[src/trwl_pkg.sv]
// ----------------------------------------------------------------------------
// trwl_pkg
// Shared types and constants for the ticket-ordered reader/writer lock unit.
// ----------------------------------------------------------------------------
package trwl_pkg;

    localparam int MAX_READERS = 16;
    localparam int MAX_SKIPPED = 16;
    localparam int TICKET_BITS = 16;

    localparam int SCAN_N = (MAX_READERS > MAX_SKIPPED) ? MAX_READERS : MAX_SKIPPED;
    localparam int RIDX_W = (MAX_READERS > 1) ? $clog2(MAX_READERS) : 1;
    localparam int SIDX_W = (MAX_SKIPPED > 1) ? $clog2(MAX_SKIPPED) : 1;
    localparam int CNT_W  = (SCAN_N > 1) ? $clog2(SCAN_N) : 1;

    typedef logic [TICKET_BITS-1:0] t_ticket;

    typedef enum logic [2:0] {
        OP_ACQUIRE     = 3'd0,
        OP_TRY_ACQUIRE = 3'd1,
        OP_POLL_GRANT  = 3'd2,
        OP_CANCEL      = 3'd3,
        OP_RELEASE     = 3'd4
    } t_opcode;

    localparam logic [2:0] ST_OK       = 3'd0;
    localparam logic [2:0] ST_DEADLOCK = 3'd1;
    localparam logic [2:0] ST_BUSY     = 3'd2;
    localparam logic [2:0] ST_WAIT     = 3'd3;
    localparam logic [2:0] ST_NOTHELD  = 3'd4;
    localparam logic [2:0] ST_FULL     = 3'd5;

    typedef struct packed {
        logic [2:0]  opcode;
        logic [14:0] requester_id;
        logic        want_write;
        logic [15:0] ticket_in;
    } t_in_word;

    typedef struct packed {
        logic [2:0]  status;
        logic [15:0] ticket_out;
        logic        clear_lock_mark;
        logic        wake_waiters;
    } t_out_word;

    typedef enum logic [2:0] {
        S_IDLE,
        S_SCAN,
        S_EXEC,
        S_ADV_SCAN,
        S_ADV_CHK,
        S_DONE
    } t_state;

    typedef struct packed {
        logic load;
        logic scan;
        logic exec;
        logic adv_scan;
        logic adv_chk;
        logic finish;
    } t_dp_cmd;

    typedef struct packed {
        logic scan_last;
        logic need_adv;
        logic adv_found;
    } t_dp_stat;

endpackage

[src/trwl_ctrl.sv]
// ----------------------------------------------------------------------------
// trwl_ctrl
// Sequencer: table scan, command execution, serving-ticket advance, result.
// ----------------------------------------------------------------------------
module trwl_ctrl (
    input  logic                i_clk,
    input  logic                i_rst_n,
    input  logic                i_start,
    input  trwl_pkg::t_dp_stat  i_stat,
    output trwl_pkg::t_dp_cmd   o_cmd,
    output logic                o_busy
);
    import trwl_pkg::*;

    t_state r_state, n_state;

    always_ff @(posedge i_clk) begin
        if (!i_rst_n) begin
            r_state <= S_IDLE;
        end else begin
            r_state <= n_state;
        end
    end

    always_comb begin
        n_state = r_state;
        unique case (r_state)
            S_IDLE:     if (i_start) n_state = S_SCAN;
            S_SCAN:     if (i_stat.scan_last) n_state = S_EXEC;
            S_EXEC:     n_state = i_stat.need_adv ? S_ADV_SCAN : S_DONE;
            S_ADV_SCAN: if (i_stat.scan_last) n_state = S_ADV_CHK;
            S_ADV_CHK:  n_state = i_stat.adv_found ? S_ADV_SCAN : S_DONE;
            S_DONE:     n_state = S_IDLE;
            default:    n_state = S_IDLE;
        endcase
    end

    always_comb begin
        o_cmd  = '0;
        o_busy = (r_state != S_IDLE);
        unique case (r_state)
            S_IDLE:     o_cmd.load     = i_start;
            S_SCAN:     o_cmd.scan     = 1'b1;
            S_EXEC:     o_cmd.exec     = 1'b1;
            S_ADV_SCAN: o_cmd.adv_scan = 1'b1;
            S_ADV_CHK:  o_cmd.adv_chk  = 1'b1;
            S_DONE:     o_cmd.finish   = 1'b1;
            default:    o_cmd          = '0;
        endcase
    end

endmodule

[src/trwl_datapath.sv]
// ----------------------------------------------------------------------------
// trwl_datapath
// Lock state, reader and skipped tables, scan registers and result register.
// ----------------------------------------------------------------------------
module trwl_datapath (
    input  logic                i_clk,
    input  logic                i_rst_n,
    input  trwl_pkg::t_in_word  i_cmd_word,
    input  trwl_pkg::t_dp_cmd   i_cmd,
    output trwl_pkg::t_dp_stat  o_stat,
    output trwl_pkg::t_out_word o_res,
    output logic                o_strobe
);
    import trwl_pkg::*;

    t_ticket                r_next, r_serving;
    logic                   r_wp;
    logic [14:0]            r_wid;
    logic [MAX_READERS-1:0] r_rv;
    logic [14:0]            r_rid [MAX_READERS];
    logic [MAX_SKIPPED-1:0] r_sv;
    t_ticket                r_st  [MAX_SKIPPED];

    t_in_word               r_in;
    logic [CNT_W-1:0]       r_cnt;
    logic                   r_rfound, r_rfree_ok, r_sfound, r_sfree_ok;
    logic [RIDX_W-1:0]      r_ridx, r_rfree;
    logic [SIDX_W-1:0]      r_sidx, r_sfree;
    logic [1:0]             r_rcnt;
    t_out_word              r_word, r_res;
    logic                   r_strobe;

    t_ticket           tin, key, ofs, span;
    logic [RIDX_W-1:0] ri;
    logic [SIDX_W-1:0] si;
    logic              r_in_rng, s_in_rng, holds, outst, any_r;
    t_out_word         c_word;
    logic              c_next_inc, c_gw, c_gr, c_ins, c_relw, c_relr, c_adv;

    assign tin      = r_in.ticket_in[TICKET_BITS-1:0];
    assign key      = i_cmd.adv_scan ? r_serving : tin;
    assign ri       = r_cnt[RIDX_W-1:0];
    assign si       = r_cnt[SIDX_W-1:0];
    assign r_in_rng = ({1'b0, r_cnt} < (CNT_W+1)'(MAX_READERS));
    assign s_in_rng = ({1'b0, r_cnt} < (CNT_W+1)'(MAX_SKIPPED));
    assign holds    = (r_wp && r_wid == r_in.requester_id) || r_rfound;
    assign ofs      = tin - r_serving;
    assign span     = r_next - r_serving;
    assign outst    = ofs < span;
    assign any_r    = (r_rcnt != 2'd0);

    always_comb begin
        c_word     = '0;
        c_next_inc = 1'b0;
        c_gw       = 1'b0;
        c_gr       = 1'b0;
        c_ins      = 1'b0;
        c_relw     = 1'b0;
        c_relr     = 1'b0;
        c_adv      = 1'b0;
        c_word.status = ST_OK;
        unique case (r_in.opcode)
            OP_ACQUIRE: begin
                if (holds) begin
                    c_word.status = ST_DEADLOCK;
                end else if (t_ticket'(r_next + 1'b1) == r_serving) begin
                    c_word.status = ST_FULL;
                end else begin
                    c_word.ticket_out = 16'(r_next);
                    c_next_inc        = 1'b1;
                end
            end
            OP_TRY_ACQUIRE: begin
                if (holds || r_next != r_serving || r_wp || (r_in.want_write && any_r)) begin
                    c_word.status = ST_BUSY;
                end else if (r_in.want_write) begin
                    c_gw = 1'b1;
                    c_word.wake_waiters = 1'b1;
                end else if (!r_rfree_ok) begin
                    c_word.status = ST_FULL;
                end else begin
                    c_gr = 1'b1;
                    c_word.wake_waiters = 1'b1;
                end
            end
            OP_POLL_GRANT: begin
                if (!outst || tin != r_serving || r_wp || (r_in.want_write && any_r)) begin
                    c_word.status = ST_WAIT;
                end else if (r_in.want_write) begin
                    c_gw  = 1'b1;
                    c_adv = 1'b1;
                end else if (!r_rfree_ok) begin
                    c_word.status = ST_FULL;
                end else begin
                    c_gr  = 1'b1;
                    c_adv = 1'b1;
                    c_word.wake_waiters = 1'b1;
                end
            end
            OP_CANCEL: begin
                if (!outst) begin
                    c_word.status = ST_NOTHELD;
                end else if (tin == r_serving) begin
                    c_adv = 1'b1;
                    c_word.wake_waiters = 1'b1;
                end else if (!r_sfound) begin
                    if (!r_sfree_ok) c_word.status = ST_FULL;
                    else c_ins = 1'b1;
                end
            end
            OP_RELEASE: begin
                if (r_wp && r_wid == r_in.requester_id) begin
                    c_relw = 1'b1;
                    c_word.clear_lock_mark = 1'b1;
                    c_word.wake_waiters    = 1'b1;
                end else if (!r_rfound) begin
                    c_word.status = ST_NOTHELD;
                end else begin
                    c_relr = 1'b1;
                    c_word.clear_lock_mark = (r_rcnt < 2'd2);
                    c_word.wake_waiters    = 1'b1;
                end
            end
            default: c_word.status = ST_NOTHELD;
        endcase
    end

    assign o_stat.scan_last = (r_cnt == CNT_W'(SCAN_N - 1));
    assign o_stat.need_adv  = c_adv;
    assign o_stat.adv_found = r_sfound;

    // control state
    always_ff @(posedge i_clk) begin
        if (!i_rst_n) begin
            r_next    <= '0;
            r_serving <= '0;
            r_wp      <= 1'b0;
            r_wid     <= '0;
            r_rv      <= '0;
            r_sv      <= '0;
            r_strobe  <= 1'b0;
        end else begin
            r_strobe <= i_cmd.finish;
            if (i_cmd.exec) begin
                if (c_next_inc) r_next <= r_next + 1'b1;
                if (c_gw) begin
                    r_wp  <= 1'b1;
                    r_wid <= r_in.requester_id;
                end
                if (c_relw) begin
                    r_wp  <= 1'b0;
                    r_wid <= '0;
                end
                if (c_gr) r_rv[r_rfree] <= 1'b1;
                if (c_relr) r_rv[r_ridx] <= 1'b0;
                if (c_ins) r_sv[r_sfree] <= 1'b1;
                if (c_adv) r_serving <= r_serving + 1'b1;
            end
            if (i_cmd.adv_chk && r_sfound) begin
                r_sv[r_sidx] <= 1'b0;
                r_serving    <= r_serving + 1'b1;
            end
        end
    end

    // tables and scan registers
    always_ff @(posedge i_clk) begin
        if (i_cmd.load) begin
            r_in       <= i_cmd_word;
            r_cnt      <= '0;
            r_rfound   <= 1'b0;
            r_rfree_ok <= 1'b0;
            r_sfound   <= 1'b0;
            r_sfree_ok <= 1'b0;
            r_rcnt     <= '0;
        end
        if (i_cmd.scan || i_cmd.adv_scan) begin
            r_cnt <= r_cnt + 1'b1;
            if (s_in_rng && r_sv[si] && r_st[si] == key && !r_sfound) begin
                r_sfound <= 1'b1;
                r_sidx   <= si;
            end
        end
        if (i_cmd.scan) begin
            if (r_in_rng) begin
                if (r_rv[ri] && r_rid[ri] == r_in.requester_id && !r_rfound) begin
                    r_rfound <= 1'b1;
                    r_ridx   <= ri;
                end
                if (!r_rv[ri] && !r_rfree_ok) begin
                    r_rfree_ok <= 1'b1;
                    r_rfree    <= ri;
                end
                if (r_rv[ri] && r_rcnt != 2'd2) r_rcnt <= r_rcnt + 1'b1;
            end
            if (s_in_rng && !r_sv[si] && !r_sfree_ok) begin
                r_sfree_ok <= 1'b1;
                r_sfree    <= si;
            end
        end
        if (i_cmd.exec) begin
            r_word   <= c_word;
            r_cnt    <= '0;
            r_sfound <= 1'b0;
            if (c_gr) r_rid[r_rfree] <= r_in.requester_id;
            if (c_ins) r_st[r_sfree] <= tin;
        end
        if (i_cmd.adv_chk) begin
            r_cnt    <= '0;
            r_sfound <= 1'b0;
        end
        if (i_cmd.finish) r_res <= r_word;
    end

    assign o_res    = r_res;
    assign o_strobe = r_strobe;

endmodule

[src/ticket_reader_writer_lock_unit.sv]
// ----------------------------------------------------------------------------
// ticket_reader_writer_lock_unit
// Ticket-ordered reader/writer lock manager, one command word per start.
// ----------------------------------------------------------------------------
// A command word is taken when start is high and busy is low; busy then stays
// high until the result word has been produced, and the result appears on
// o_res for one cycle with o_strobe, which must be captured as it comes.
// Every command first scans the reader and skipped tables one entry per cycle,
// then executes; a command that advances the serving ticket rescans the
// skipped table once per consumed skipped ticket plus once more.
module ticket_reader_writer_lock_unit (
    input  logic                i_clk,
    input  logic                i_rst_n,
    input  logic                start,
    output logic                busy,
    input  trwl_pkg::t_in_word  i_cmd,
    output logic                o_strobe,
    output trwl_pkg::t_out_word o_res
);
    import trwl_pkg::*;

    t_dp_cmd  dp_cmd;
    t_dp_stat dp_stat;

    trwl_ctrl u_ctrl (
        .i_clk   (i_clk),
        .i_rst_n (i_rst_n),
        .i_start (start),
        .i_stat  (dp_stat),
        .o_cmd   (dp_cmd),
        .o_busy  (busy)
    );

    trwl_datapath u_dp (
        .i_clk      (i_clk),
        .i_rst_n    (i_rst_n),
        .i_cmd_word (i_cmd),
        .i_cmd      (dp_cmd),
        .o_stat     (dp_stat),
        .o_res      (o_res),
        .o_strobe   (o_strobe)
    );

`ifndef ASSERT_OFF
    a_accept_busy: assert property (@(posedge i_clk) disable iff (!i_rst_n)
        (start && !busy) |=> busy)
        else $error("busy not raised after accept");
    a_strobe_after_busy: assert property (@(posedge i_clk) disable iff (!i_rst_n)
        o_strobe |-> $past(busy))
        else $error("result without command");
    a_strobe_single: assert property (@(posedge i_clk) disable iff (!i_rst_n)
        o_strobe |=> !o_strobe)
        else $error("result repeated");
`endif

endmodule

[config.mk]
export PLATFORM = sky130hd
export DESIGN_NAME = ticket_reader_writer_lock_unit
export DESIGN_NICKNAME = d
export VERILOG_FILES = /design/src/trwl_pkg.sv /design/src/trwl_ctrl.sv /design/src/trwl_datapath.sv /design/src/ticket_reader_writer_lock_unit.sv
export SDC_FILE = /design/constraint.sdc
export NUM_CORES = 1
export LEC_CHECK = 0
export BUFFER_PORTS_ARGS = -buffer_cell sky130_fd_sc_hd__buf_2
export CAP_MARGIN = 5
export CORE_UTILIZATION = 35
export CTS_CLUSTER_SIZE = 10
export DETAILED_ROUTE_END_ITERATION = 12
export GPL_ROUTABILITY_DRIVEN = 1
export SKIP_CTS_REPAIR_TIMING = 1
export SLEW_MARGIN = 5
export SYNTH_ARGS = -nofsm -noshare
export SYNTH_HDL_FRONTEND = slang
export SYNTH_HIERARCHICAL = 1
export SYNTH_SLANG_ARGS = --single-unit
[constraint.sdc]
create_clock -name i_clk -period 6.35 [get_ports i_clk]
set_clock_uncertainty 0.1 [all_clocks]
set_input_delay 0 -clock i_clk [delete_from_list [all_inputs] [get_ports i_clk]]
set_output_delay 0 -clock i_clk [all_outputs]
set_load 0.005 [all_outputs]
==> results of run 1 <==
[registers in the layout, summed over array words and instances (netlist names), 2 cells and up, named ones only]
| name | cells |
|---|---|
| u_ctrl/r_state | 3 |
| u_dp/o_res | 21 |
| u_dp/r_cnt | 4 |
| u_dp/r_in | 19 |
| u_dp/r_next | 16 |
| u_dp/r_rcnt | 2 |
| u_dp/r_rfree | 4 |
| u_dp/r_rid | 240 |
| u_dp/r_ridx | 4 |
| u_dp/r_rv | 16 |
| u_dp/r_serving | 16 |
| u_dp/r_sfree | 4 |
| u_dp/r_sidx | 4 |
| u_dp/r_st | 256 |
| u_dp/r_sv | 16 |
| u_dp/r_wid | 15 |
| u_dp/r_word | 21 |
| u_dp/tin | 16 |
[cell families (layout without fill, tap and decap cells)]
group,Yosys count,after routing,share of synthesized area [%]
AOI/OAI and AO/OA,233,233,5.540
xor gates and xnor gates,114,114,3.347
adders and majority gates,52,52,2.231
buffers and inverters,132,369,2.168
DFF,687,687,65.86
muxes,205,205,12.85
and+or+nand+nor,457,457,8.006
[cells in the final DEF, fill, tap and decap left out, types with 7 or more instances in the layout]
master,count
sky130_fd_sc_hd__nand2b_1,17
sky130_fd_sc_hd__and4_1,7
sky130_fd_sc_hd__o211a_1,15
sky130_fd_sc_hd__or2_2,11
sky130_fd_sc_hd__clkbuf_16,80
sky130_fd_sc_hd__and2_1,43
sky130_fd_sc_hd__buf_4,76
sky130_fd_sc_hd__xnor2_1,75
sky130_fd_sc_hd__a21o_1,15
sky130_fd_sc_hd__a21oi_1,64
sky130_fd_sc_hd__o221a_2,16
sky130_fd_sc_hd__buf_2,60
sky130_fd_sc_hd__nand4_1,25
sky130_fd_sc_hd__nand3_1,32
sky130_fd_sc_hd__nor2_2,13
sky130_fd_sc_hd__clkbuf_1,36
sky130_fd_sc_hd__mux2i_1,60
sky130_fd_sc_hd__o21ai_1,7
sky130_fd_sc_hd__nand2_1,83
sky130_fd_sc_hd__nor2_1,90
sky130_fd_sc_hd__nor3_1,26
sky130_fd_sc_hd__nor3_2,22
sky130_fd_sc_hd__xor2_1,39
sky130_fd_sc_hd__o22ai_1,8
sky130_fd_sc_hd__or3_1,12
sky130_fd_sc_hd__mux4_2,142
sky130_fd_sc_hd__a211oi_1,12
sky130_fd_sc_hd__nor4_1,11
sky130_fd_sc_hd__a31oi_1,8
sky130_fd_sc_hd__o211ai_1,7
sky130_fd_sc_hd__edfxtp_1,589
sky130_fd_sc_hd__and3_1,13
sky130_fd_sc_hd__nor2b_1,21
sky130_fd_sc_hd__dfxtp_1,94
sky130_fd_sc_hd__o21ai_0,29
sky130_fd_sc_hd__dlygate4sd3_1,58
sky130_fd_sc_hd__nor3b_1,10
sky130_fd_sc_hd__ha_1,50
sky130_fd_sc_hd__inv_1,43
[stage by stage]
stage / hold WS (ns) / instance area [sq um] / setup slack, ns
floorplan: -0.001131 / 29830 / 0.6457
global placement: 0.07723 / 31860 / 0.9070
detailed placement: 0.07809 / 31860 / 0.7740
CTS: -0.5990 / 34200 / 0.7334
global route: -0.009491 / 34780 / 0.2540
finish: -0.02315 / 34780 / 0.6619
[worst max path at each step]
stage | cells past startpoint | from | end | slack [ns]
detailed placement | 21 | u_dp/tin[0] | u_dp/r_rid[7][8] | 0.77
CTS | 21 | u_dp/tin[0] | u_dp/r_rid[7][8] | 0.73
global placement | 21 | u_dp/tin[0] | u_dp/r_rid[7][12] | 0.91
finish | 21 | u_dp/tin[0] | u_dp/r_rid[7][4] | 0.66
global route | 21 | u_dp/tin[0] | u_dp/r_rid[7][4] | 0.25
floorplan | 19 | u_dp/r_serving[2] | u_dp/r_st[4][0] | 0.65
[metal layers]
layer | vias up | part of all wire, %
met5 | - | 0
met4 | 0 | 1.9
met3 | 119 | 6.0
met2 | 589 | 47
met1 | 8952 | 45
li1 | 7751 | -
[worst register-to-register path, stage by stage, from the launching register on]
cell and delay, ns:
sky130_fd_sc_hd__edfxtp_1 0.72, sky130_fd_sc_hd__inv_1 0.11, sky130_fd_sc_hd__ha_1 0.23, sky130_fd_sc_hd__fa_1 0.41, sky130_fd_sc_hd__nor2b_1 0.12, sky130_fd_sc_hd__o21ai_0 0.10
sky130_fd_sc_hd__a21boi_0 0.26, sky130_fd_sc_hd__o21a_1 0.17, sky130_fd_sc_hd__o21ai_0 0.14, sky130_fd_sc_hd__nand2_1 0.13, sky130_fd_sc_hd__a21oi_1 0.09, sky130_fd_sc_hd__o311ai_0 0.38
sky130_fd_sc_hd__ha_1 0.32, sky130_fd_sc_hd__a21o_1 0.16, sky130_fd_sc_hd__a21oi_1 0.23, sky130_fd_sc_hd__o211ai_1 0.19, sky130_fd_sc_hd__a21oi_1 0.22, sky130_fd_sc_hd__buf_4 0.25
sky130_fd_sc_hd__a41oi_2 0.13, sky130_fd_sc_hd__buf_4 0.26, sky130_fd_sc_hd__nor3_2 0.34, sky130_fd_sc_hd__buf_4 0.30
[area by class of cell]
| cell class | count | area share, % |
|---|---|---|
| well taps | 1134 | 4.080 |
| flip-flops and latches | 687 | 56.53 |
| multi-input cells | 1061 | 27.83 |
| clock buffers | 117 | 6.184 |
| inverters | 45 | 0.4857 |
| repair buffers | 197 | 4.346 |
| clock inverters | 10 | 0.5468 |
[power groups by stage]
stage | clock [mW] | sequential [mW] | combinational [mW]
final | 4.13 | 5.30 | 2.06
after global routing | 4.39 | 5.33 | 2.20
after floorplan | 0 | 5.17 | 1.65
after detailed placement | 0 | 5.40 | 2.03
after global placement | 0 | 5.39 | 2.02
after CTS | 4.22 | 5.31 | 2.05
==> insert_results.sql, run 1 <==
INSERT INTO impl_metrics (metric_group, metric, value, unit) VALUES
('timing', 'setup_viol_count_final', '0', ''),
('logic_synthesis', 'ys_top_cells_by_area', 'sky130_fd_sc_hd__edfxtp_1, sky130_fd_sc_hd__mux4_2, sky130_fd_sc_hd__dfxtp_1, sky130_fd_sc_hd__xnor2_1, sky130_fd_sc_hd__ha_1', ''),
('finish', 'final_core_utilization', '41.43', '%'),
('routing', 'routed-via-count', '17410', ''),
('logic_synthesis', 'synth_area_leader_cell', 'sky130_fd_sc_hd__edfxtp_1', ''),
('logic_synthesis', 'net_count_of_the_mapped_netlist', '1970', ''),
('min_path', 'min-delay-start', 'i_cmd[5]', ''),
('timing', 'fmax', '175.8', 'MHz'),
('logic_synthesis', 'synth_top_flop_cell', 'sky130_fd_sc_hd__edfxtp_1', ''),
('clocking', 'clk_pin_slew_worst_paths', '0.06', 'ns'),
('logic_synthesis', 'synth_seq_area_share', '65.86', '%'),
('routing', 'drt_iter0_markers', '1379', ''),
('grt', 'antenna_found_initial', '0', ''),
('timing', 'worst_slew_pin_slew', '1.077', 'ns'),
('clocking', 'clock_tree_from_tritoncts', 'yes', ''),
('timing', 'final_hold_viol_count', '2', ''),
('critical_path', 'path_buf_inv', '4', ''),
('finish', 'final_cells', '3251', ''),
('logic_synthesis', 'synth-seq-cells', '687', ''),
('critical_path', 'r2r.worst_path.cells', '21', ''),
('finish', 'multi_input_area', '9678', 'sq um'),
('clocking', 'cts-buffers-inserted', '80', ''),
('grt', 'groute.usage.overall', '17.00', '%'),
('routing', 'drc', '0', ''),
('grt', 'vias_in_the_first_global_route', '17220', ''),
('critical_path', 'worst_r2r_src', 'u_dp/tin[0]', ''),
('critical_path', 'critical-path-max-stage-delay', '0.72', 'ns'),
('power', 'power.sequential.fraction', '46.1', '%'),
('timing', 'fin_hold_ws', '-0.02315', 'ns'),
('min_path', 'holdPathStages', '2', ''),
('grt', 'pin_count_of_the_biggest_net_entering_global_routing', '48', ''),
('power', 'p_per_area', '330.2', 'nW/um^2'),
('critical_path', 'worstSetupPathType', 'reg2reg', ''),
('logic_synthesis', 'avgSynthCellArea', '15.87', 'sq um'),
('clocking', 'cts-root-buf', 'sky130_fd_sc_hd__clkbuf_16', ''),
('flow_run', 'maxCapViolations', '0', ''),
('routing', 'drtPass1Iterations', '6', ''),
('floorplanning', 'floorplan.rows', '106', ''),
('clocking', 'h-tree-depth', '3', ''),
('floorplanning', 'die_area', '86410', 'sq um'),
('logic_synthesis', 'synth_cell_type_count', '75', ''),
('power', 'total_leakage_power', '11.54', 'nW'),
('timing', 'setup_total_negative_slack', '0', 'ns'),
('floorplanning', 'initial_cell_density_of_the_core', '35.54', '%'),
('min_path', 'worst_hold_path_type', 'in2reg', ''),
('run_status', 'violations', 'hold timing', ''),
('routing', 'antenna_violating_nets_post_route', '0', ''),
('finish', 'sequential_cell_area', '19660', 'sq um'),
('finish', 'synth_to_layout_area_growth', '16.58', '%'),
('critical_path', 'timing.critical_path.slowest_stage_cell', 'sky130_fd_sc_hd__edfxtp_1', ''),
('grt', 'grt_use_met3', '2.666', '%'),
('power', 'irDropWorstVdd', '0.0002521', 'V'),
('critical_path', 'crit_path_cell_trace', 'inv_1 > ha_1 > fa_1 > nor2b_1 > o21ai_0 > a21boi_0 > o21a_1 > o21ai_0 > nand2_1 > a21oi_1 > o311ai_0 > ha_1 > a21o_1 > a21oi_1 > o211ai_1 > a21oi_1 > buf_4 > a41oi_2 > buf_4 > nor3_2 > buf_4', ''),
('grt', 'grt.busiest_layer', 'met2', ''),
('logic_synthesis', 'synth-warning-count', '6', ''),
('clocking', 'clk_latency', '0.65', 'ns'),
('critical_path', 'ff2ff_setup_slack', '0.66', 'ns'),
('critical_path', 'worstPathArrival', '5.90', 'ns'),
('run_status', 'outcome', 'complete, but fails checks', ''),
('critical_path', 'crit_family', 'compound AO/OA/AOI/OAI gates', ''),
('power', 'power', '11.48', 'mW'),
('placement', 'dp.cells', '3066', ''),
('clocking', 'cts_buffer_depth', '3', ''),
('finish', 'num_antenna_cells', '0', ''),
('floorplanning', 'fp.dieH', '294.0', 'microns'),
('timing', 'min_period_over_period', '89.58', '%'),
('clocking', 'cts_num_sinks', '687', ''),
('min_path', 'sink_of_the_worst_hold_path', 'u_dp/tin[5]', ''),
('critical_path', 'worstPathRequired', '6.56', 'ns'),
('timing', 'finalWorstPathRequiredPeriod', '5.688', 'ns'),
('critical_path', 'regToRegEndpoint', 'u_dp/r_rid[7][4]', '');
Note: power is estimated with default switching activity, not from simulation.
==> run 2, diff against run 1 <==
--- a/config.mk
+++ b/config.mk
@@ -7,10 +7,11 @@
 export LEC_CHECK = 0
 export BUFFER_PORTS_ARGS = -buffer_cell sky130_fd_sc_hd__buf_2
 export CAP_MARGIN = 5
-export CORE_UTILIZATION = 35
+export CORE_UTILIZATION = 60
 export CTS_CLUSTER_SIZE = 10
 export DETAILED_ROUTE_END_ITERATION = 12
 export GPL_ROUTABILITY_DRIVEN = 1
+export PLACE_DENSITY = 0.77
 export SKIP_CTS_REPAIR_TIMING = 1
 export SLEW_MARGIN = 5
 export SYNTH_ARGS = -nofsm -noshare
==> constraint.sdc (replaced) <==
create_clock -name i_clk -period 6.6 [get_ports i_clk]
set_clock_uncertainty 0.1 [all_clocks]
set_input_delay 0 -clock i_clk [delete_from_list [all_inputs] [get_ports i_clk]]
set_output_delay 0 -clock i_clk [all_outputs]
set_load 0.005 [all_outputs]
==> insert_results.sql, run 2 (synthesis gave the netlist of run 1 again) <==
INSERT INTO impl_metrics (metric_group, metric, value, unit) VALUES
('power', 'power', '10.91', 'mW'),
('routing', 'antenna_violating_nets_post_route', '0', ''),
('grt', 'grt_use_met3', '5.502', '%'),
('finish', 'biggestRegsByFlops', 'u_dp/r_st x256, u_dp/r_rid x240', ''),
('placement', 'placed_cell_area', '31130', 'sq um'),
('grt', 'antenna_found_initial', '0', ''),
('routing', 'routed-via-count', '17630', ''),
('critical_path', 'worstPathRequired', '6.79', 'ns'),
('run_status', 'outcome', 'completed', ''),
('timing', 'slew_headroom', '23.83', '%'),
('floorplanning', 'fp.coreArea', '48950', 'sq um'),
('clocking', 'cts_num_sinks', '687', ''),
('grt', 'global_route.usage.met2', '43.17', '%'),
('timing', 'fmax', '164.5', 'MHz'),
('timing', 'min_period_over_period', '92.13', '%'),
('finish', 'post_route_cells_drive_above_1_share', '20.94', '%'),
('critical_path', 'worst_r2r_src', 'u_dp/r_serving[2]', ''),
('routing', 'detail_route.wirelength', '70590', 'microns'),
('critical_path', 'timing.critical_path.slowest_stage_cell', 'sky130_fd_sc_hd__dfxtp_1', ''),
('finish', 'max_flop_register', 'u_dp/r_st', ''),
('grt', 'global_route_wire_length_before_repair', '106200', 'microns'),
('min_path', 'worst_hold_path_type', 'in2reg', ''),
('min_path', 'min-delay-start', 'i_cmd[16]', ''),
('clocking', 'clock_tree_from_tritoncts', 'yes', ''),
('placement', 'io_buffers', '60', ''),
('clocking', 'clk_latency', '0.61', 'ns'),
('clocking', 'cts_buffer_depth', '3', ''),
('routing', 'drc', '0', ''),
('grt', 'grt.busiest_layer', 'met2', ''),
('floorplanning', 'die_width', '225.0', 'microns'),
('floorplanning', 'floorplan.rows', '81', ''),
('routing', 'drt_iter0_markers', '1831', ''),
('finish', 'synth_to_layout_area_growth', '13.39', '%'),
('routing', 'vias_per_cell', '6.421', ''),
('critical_path', 'crit_path_cell_trace', 'inv_1 > ha_1 > nor2b_1 > o21ai_0 > a21boi_0 > o21a_1 > o21ai_0 > a21boi_0 > or2_2 > a311o_1 > ha_1 > nor2b_1 > o21ai_0 > nand2b_1 > a21oi_1 > buf_4 > nand4b_1 > nor2_2 > buf_4', ''),
('clocking', 'cts-buffers-inserted', '79', ''),
('finish', 'max_reg_flops', '256', ''),
('critical_path', 'crit_path_frequent_cell', 'sky130_fd_sc_hd__o21ai_0', ''),
('grt', 'globalRoute.totalOverflow', '0', ''),
('timing', 'report.final.slew_viol_count', '0', ''),
('finish', 'num_antenna_cells', '0', ''),
('timing', 'worst_slew_pin_slew', '1.139', 'ns'),
('grt', 'pin_count_of_the_biggest_net_entering_global_routing', '54', ''),
('timing', 'setup_repair_after_global_routing_missed_its_margin', 'no', ''),
('grt', 'met1_usage', '42.20', '%'),
('flow_run', 'maxCapViolations', '0', ''),
('timing', 'final_hold_viol_count', '0', ''),
('power', 'total_leakage_power', '11.36', 'nW'),
('power', 'p_per_area', '322.4', 'nW/um^2'),
('clocking', 'clk_pin_slew_worst_paths', '0.05', 'ns'),
('clocking', 'h-tree-depth', '3', ''),
('critical_path', 'worstSetupPathType', 'reg2reg', ''),
('critical_path', 'crit_path_start', 'u_dp/r_serving[2]', ''),
('finish', 'final_cell_mix', 'sky130_fd_sc_hd__edfxtp_1, sky130_fd_sc_hd__mux4_2, sky130_fd_sc_hd__dfxtp_1, sky130_fd_sc_hd__nor2_1, sky130_fd_sc_hd__nand2_1', ''),
('finish', 'fill_cells', '3103', ''),
('floorplanning', 'io_pins', '61', ''),
('critical_path', 'worst_setup_path_end_kind', 'flip-flop', ''),
('floorplanning', 'fp.dieH', '225.0', 'microns'),
('power', 'irDropWorstVdd', '0.0002369', 'V'),
('finish', 'fin_nets', '2127', ''),
('routing', 'drtPass1Iterations', '8', ''),
('finish', 'mostFrequentLayoutCell', 'sky130_fd_sc_hd__edfxtp_1', ''),
('timing', 'setup_viol_count_final', '0', ''),
('floorplanning', 'die_area', '50620', 'sq um'),
('critical_path', 'critical-path-max-stage-delay', '0.60', 'ns'),
('placement', 'place.detailed.hpwl', '43400', 'microns'),
('floorplanning', 'initial_cell_density_of_the_core', '60.95', '%'),
('critical_path', 'worstPathArrival', '6.27', 'ns'),
('finish', 'final_cell_area', '33830', 'sq um'),
('clocking', 'cts-root-buf', 'sky130_fd_sc_hd__clkbuf_16', ''),
('timing', 'finalWorstPathRequiredPeriod', '6.080', 'ns'),
('critical_path', 'cp-start-kind', 'flip-flop', ''),
('grt', 'groute.usage.overall', '28.37', '%'),
('placement', 'finalWeightedCongestion', '0.8835', ''),
('grt', 'vias_in_the_first_global_route', '17180', ''),
('routing', 'detail_route.wl_per_cell', '25.71', 'microns'),
('timing', 'setup_total_negative_slack', '0', 'ns'),
('critical_path', 'crit_path_max_fanout', '13', '');
run 2: changes by cell type in the layout (fill, tap and decap cells not counted), sizes merged:
| cell | delta |
|---|---|
| dlygate4sd3 | -17 |
| bufinv | +1 |
| inv | +2 |
| buf | -17 |
| clkbuf | +1 |
| clkinv | -5 |
run 2: area by class of cell:
cell class	count	area, sq um	area share (%)
clock buffer	118	2166	6.402
clock inverter	8	122.6	0.3625
inverter	45	168.9	0.4993
multi-input combinational	1061	9678	28.61
sequential	687	19660	58.12
tap	664	830.8	2.456
timing repair buffer	163	1201	3.551
run 2: path summary, 6_finish.rpt:
kind                       to  slack (ns)  cells after the start
max          u_dp/r_st[11][4]        0.52                     19
min reg2reg     u_dp/o_res[7]        0.31                      0
max reg2reg  u_dp/r_st[11][4]        0.52                     19
min             u_dp/r_in[16]       0.005                      2
run 2: report_power, final:
group | switching (mW) | internal [mW]
registers | 0.314 | 4.81
clock network | 1.64 | 2.30
logic | 0.887 | 0.959
total | 2.84 | 8.07
run 2: stage by stage:
| step | util, % | cells | setup slack [ns] | hold slack [ns] |
|---|---|---|---|---|
| finish | 69.11 | 2746 | 0.5197 | 0.004853 |
| global route | 69.11 | 2746 | 0.2217 | -0.008361 |
| CTS | 68.27 | 2705 | 0.6561 | -0.5604 |
| detailed placement | 63.59 | 2579 | 0.7163 | 0.07811 |
| global placement | 63.59 | 2579 | 0.8395 | 0.07588 |
| floorplan | - | 1880 | 0.8957 | -0.001131 |
run 2: critical path, delay by kind of cell, from the launching register on:
family	cells	cell delay (ns)
AO/OA/AOI/OAI	8	1.97
buffers and inverters	3	0.81
AND/OR/NAND/NOR	6	1.58
adder cells (fa/ha/maj)	2	0.69
flip-flops	1	0.60
run 2: per-layer routing:
| layer | part of all wire, % | vias up |
|---|---|---|
| met3 | 9.8 | 116 |
| met2 | 47 | 948 |
| met1 | 41 | 8910 |
| met5 | 0 | - |
| li1 | - | 7657 |
| met4 | 2.0 | 0 |
==> run 3, diff against run 2 <==
--- a/config.mk
+++ b/config.mk
@@ -12,6 +12,7 @@
 export DETAILED_ROUTE_END_ITERATION = 12
 export GPL_ROUTABILITY_DRIVEN = 1
 export PLACE_DENSITY = 0.77
+export RECOVER_POWER = 25
 export SKIP_CTS_REPAIR_TIMING = 1
 export SLEW_MARGIN = 5
 export SYNTH_ARGS = -nofsm -noshare
==> insert_results.sql, run 3 (synthesis gave the netlist of run 1 again) <==
INSERT INTO impl_metrics (metric_group, metric, value, unit) VALUES
('run_status', 'outcome', 'completed', ''),
('power', 'p_per_area', '322.9', 'nW/um^2'),
('finish', 'final_cell_mix', 'sky130_fd_sc_hd__edfxtp_1, sky130_fd_sc_hd__mux4_2, sky130_fd_sc_hd__dfxtp_1, sky130_fd_sc_hd__nor2_1, sky130_fd_sc_hd__nand2_1', ''),
('critical_path', 'r2r.worst_path.cells', '18', ''),
('placement', 'place.detailed.hpwl', '43400', 'microns'),
('finish', 'max_flop_register', 'u_dp/r_st', ''),
('finish', 'max_reg_flops', '256', ''),
('finish', 'biggestRegsByFlops', 'u_dp/r_st x256, u_dp/r_rid x240', ''),
('clocking', 'h-tree-depth', '3', ''),
('placement', 'io_buffers', '60', ''),
('timing', 'min_period_over_period', '93.61', '%'),
('clocking', 'cts-buffers-inserted', '79', ''),
('critical_path', 'crit_family', 'compound AO/OA/AOI/OAI gates', ''),
('grt', 'groute.usage.overall', '28.37', '%'),
('routing', 'antenna_violating_nets_post_route', '0', ''),
('power', 'power', '10.90', 'mW'),
('placement', 'finalWeightedCongestion', '0.8835', ''),
('power', 'total_leakage_power', '11.29', 'nW'),
('routing', 'detail_route.wl_per_cell', '25.73', 'microns'),
('min_path', 'worst_hold_path_type', 'in2reg', ''),
('timing', 'setup_slack', '0.4214', 'ns'),
('routing', 'drc', '0', ''),
('floorplanning', 'die_area', '50620', 'sq um'),
('clocking', 'clock_tree_from_tritoncts', 'yes', ''),
('clocking', 'cts_buffer_depth', '3', ''),
('critical_path', 'worstSetupPathType', 'reg2reg', ''),
('critical_path', 'regToRegEndpoint', 'u_dp/r_st[11][4]', ''),
('finish', 'mostFrequentLayoutCell', 'sky130_fd_sc_hd__edfxtp_1', ''),
('timing', 'slew_headroom', '23.62', '%'),
('floorplanning', 'initial_cell_density_of_the_core', '60.95', '%'),
('routing', 'drt_iter0_markers', '1929', ''),
('flow_run', 'maxCapViolations', '0', ''),
('timing', 'setup_total_negative_slack', '0', 'ns'),
('floorplanning', 'floorplan.rows', '81', ''),
('critical_path', 'critical-path-max-stage-delay', '0.78', 'ns'),
('critical_path', 'worstPathArrival', '6.37', 'ns'),
('timing', 'report.final.slew_viol_count', '0', ''),
('critical_path', 'cp-start-kind', 'flip-flop', ''),
('critical_path', 'crit_path_frequent_cell', 'sky130_fd_sc_hd__o21ai_0', ''),
('routing', 'routed-via-count', '17640', ''),
('finish', 'synth_to_layout_area_growth', '13.18', '%'),
('grt', 'vias_in_the_first_global_route', '17180', ''),
('min_path', 'min-delay-start', 'i_cmd[16]', ''),
('critical_path', 'worst_r2r_src', 'u_dp/tin[3]', ''),
('critical_path', 'crit_path_max_fanout', '18', ''),
('routing', 'detail_route.wirelength', '70660', 'microns'),
('grt', 'pin_count_of_the_biggest_net_entering_global_routing', '54', ''),
('min_path', 'sink_of_the_worst_hold_path', 'u_dp/r_in[16]', ''),
('timing', 'final_hold_viol_count', '0', ''),
('finish', 'num_antenna_cells', '0', ''),
('min_path', 'holdPathStages', '2', ''),
('power', 'irDropWorstVdd', '0.0002366', 'V'),
('critical_path', 'critical_path_cell_count', '18', ''),
('timing', 'fmax', '161.9', 'MHz'),
('floorplanning', 'io_pins', '61', ''),
('routing', 'vias_per_cell', '6.424', ''),
('finish', 'post_route_cells_drive_above_1_share', '20.03', '%'),
('timing', 'setup_repair_after_global_routing_missed_its_margin', 'no', ''),
('critical_path', 'timing.critical_path.slowest_stage_cell', 'sky130_fd_sc_hd__clkbuf_1', ''),
('clocking', 'clk_pin_slew_worst_paths', '0.06', 'ns'),
('grt', 'antenna_found_initial', '0', ''),
('clocking', 'clk_latency', '0.61', 'ns'),
('floorplanning', 'fp.dieH', '225.0', 'microns'),
('routing', 'drtPass1Iterations', '6', ''),
('timing', 'finalWorstPathRequiredPeriod', '6.179', 'ns'),
('critical_path', 'worstPathRequired', '6.79', 'ns'),
('timing', 'worst_slew_pin_slew', '1.142', 'ns'),
('placement', 'placement.setup.worst_slack', '0.7163', 'ns'),
('clocking', 'cts-root-buf', 'sky130_fd_sc_hd__clkbuf_16', ''),
('critical_path', 'worst_setup_path_end_kind', 'flip-flop', ''),
('floorplanning', 'fp.coreArea', '48950', 'sq um'),
('critical_path', 'ff2ff_setup_slack', '0.42', 'ns'),
('finish', 'fin_nets', '2127', ''),
('clocking', 'cts_num_sinks', '687', ''),
('critical_path', 'crit_path_cell_trace', 'clkbuf_1 > ha_1 > o21ai_0 > a21boi_0 > o21a_1 > o21ai_0 > a21boi_0 > or2_2 > a311o_1 > ha_1 > nor2b_1 > o21ai_0 > nand2b_1 > a21oi_1 > buf_4 > nand4b_1 > nor2_2 > buf_4', ''),
('critical_path', 'path_buf_inv', '3', ''),
('floorplanning', 'die_width', '225.0', 'microns'),
('grt', 'global_route_wire_length_before_repair', '106200', 'microns'),
('timing', 'setup_viol_count_final', '0', ''),
('grt', 'globalRoute.totalOverflow', '0', ''),
('critical_path', 'crit_path_start', 'u_dp/tin[3]', '');
[run 3: cell types whose count changed in the layout (fill, tap and decap cells not counted), sizes merged]
cell,delta
buf,-19
clkbuf,+19
[run 3: per-layer routing]
| layer | track usage, % | share of wire (%) |
|---|---|---|
| met3 | 5.502 | 10 |
| met2 | 43.17 | 47 |
| met1 | 42.20 | 41 |
| met5 | 0 | 0 |
| met4 | 7.724 | 1.9 |
[run 3: layout make-up]
| type | instances | area, sq um |
|---|---|---|
| clock inverter | 8 | 122.6 |
| sequential | 687 | 19660 |
| clock buffer | 118 | 2166 |
| tap | 664 | 830.8 |
| multi-input combinational | 1061 | 9678 |
| inverter | 45 | 168.9 |
| fill | 3121 | 15190 |
| timing repair buffer | 163 | 1137 |
[run 3: how the worst max path moves through the flow]
stage                         to  slack, ns
4_1_cts         u_dp/r_rid[8][8]       0.66
2_1_floorplan    u_dp/r_st[4][0]       0.90
3_3_place_gp   u_dp/r_rid[13][1]       0.84
5_1_grt         u_dp/r_st[11][4]       0.17
6_report        u_dp/r_st[11][4]       0.42
3_5_place_dp    u_dp/r_st[11][2]       0.72
[run 3: worst reg2reg max path: stages (launching register included)]
cell                       delay [ns]
sky130_fd_sc_hd__edfxtp_1        0.32
sky130_fd_sc_hd__clkbuf_1        0.78
sky130_fd_sc_hd__ha_1            0.43
sky130_fd_sc_hd__o21ai_0         0.14
sky130_fd_sc_hd__a21boi_0        0.19
sky130_fd_sc_hd__o21a_1          0.21
sky130_fd_sc_hd__o21ai_0         0.27
sky130_fd_sc_hd__a21boi_0        0.18
sky130_fd_sc_hd__or2_2           0.31
sky130_fd_sc_hd__a311o_1         0.39
sky130_fd_sc_hd__ha_1            0.30
sky130_fd_sc_hd__nor2b_1         0.13
sky130_fd_sc_hd__o21ai_0         0.15
sky130_fd_sc_hd__nand2b_1        0.11
sky130_fd_sc_hd__a21oi_1         0.35
sky130_fd_sc_hd__buf_4           0.27
sky130_fd_sc_hd__nand4b_1        0.32
sky130_fd_sc_hd__nor2_2          0.56
sky130_fd_sc_hd__buf_4           0.36
[run 3: where the power goes]
group          switching, mW  internal (mW)
Combinational          0.888          0.952
Sequential             0.313           4.81
Clock                   1.64           2.30
[run 3: metrics by stage]
stage                     utilization (%)  hold WS [ns]  instances  instance area (sq um)
after floorplan                         -     -0.001131       1880                  29830
after global placement              63.59       0.07588       2579                  31130
after detailed placement            63.59       0.07811       2579                  31130
after CTS                           68.27       -0.5604       2705                  33420
after global routing                68.98     -0.008361       2746                  33760
final                               68.98      0.004935       2746                  33760
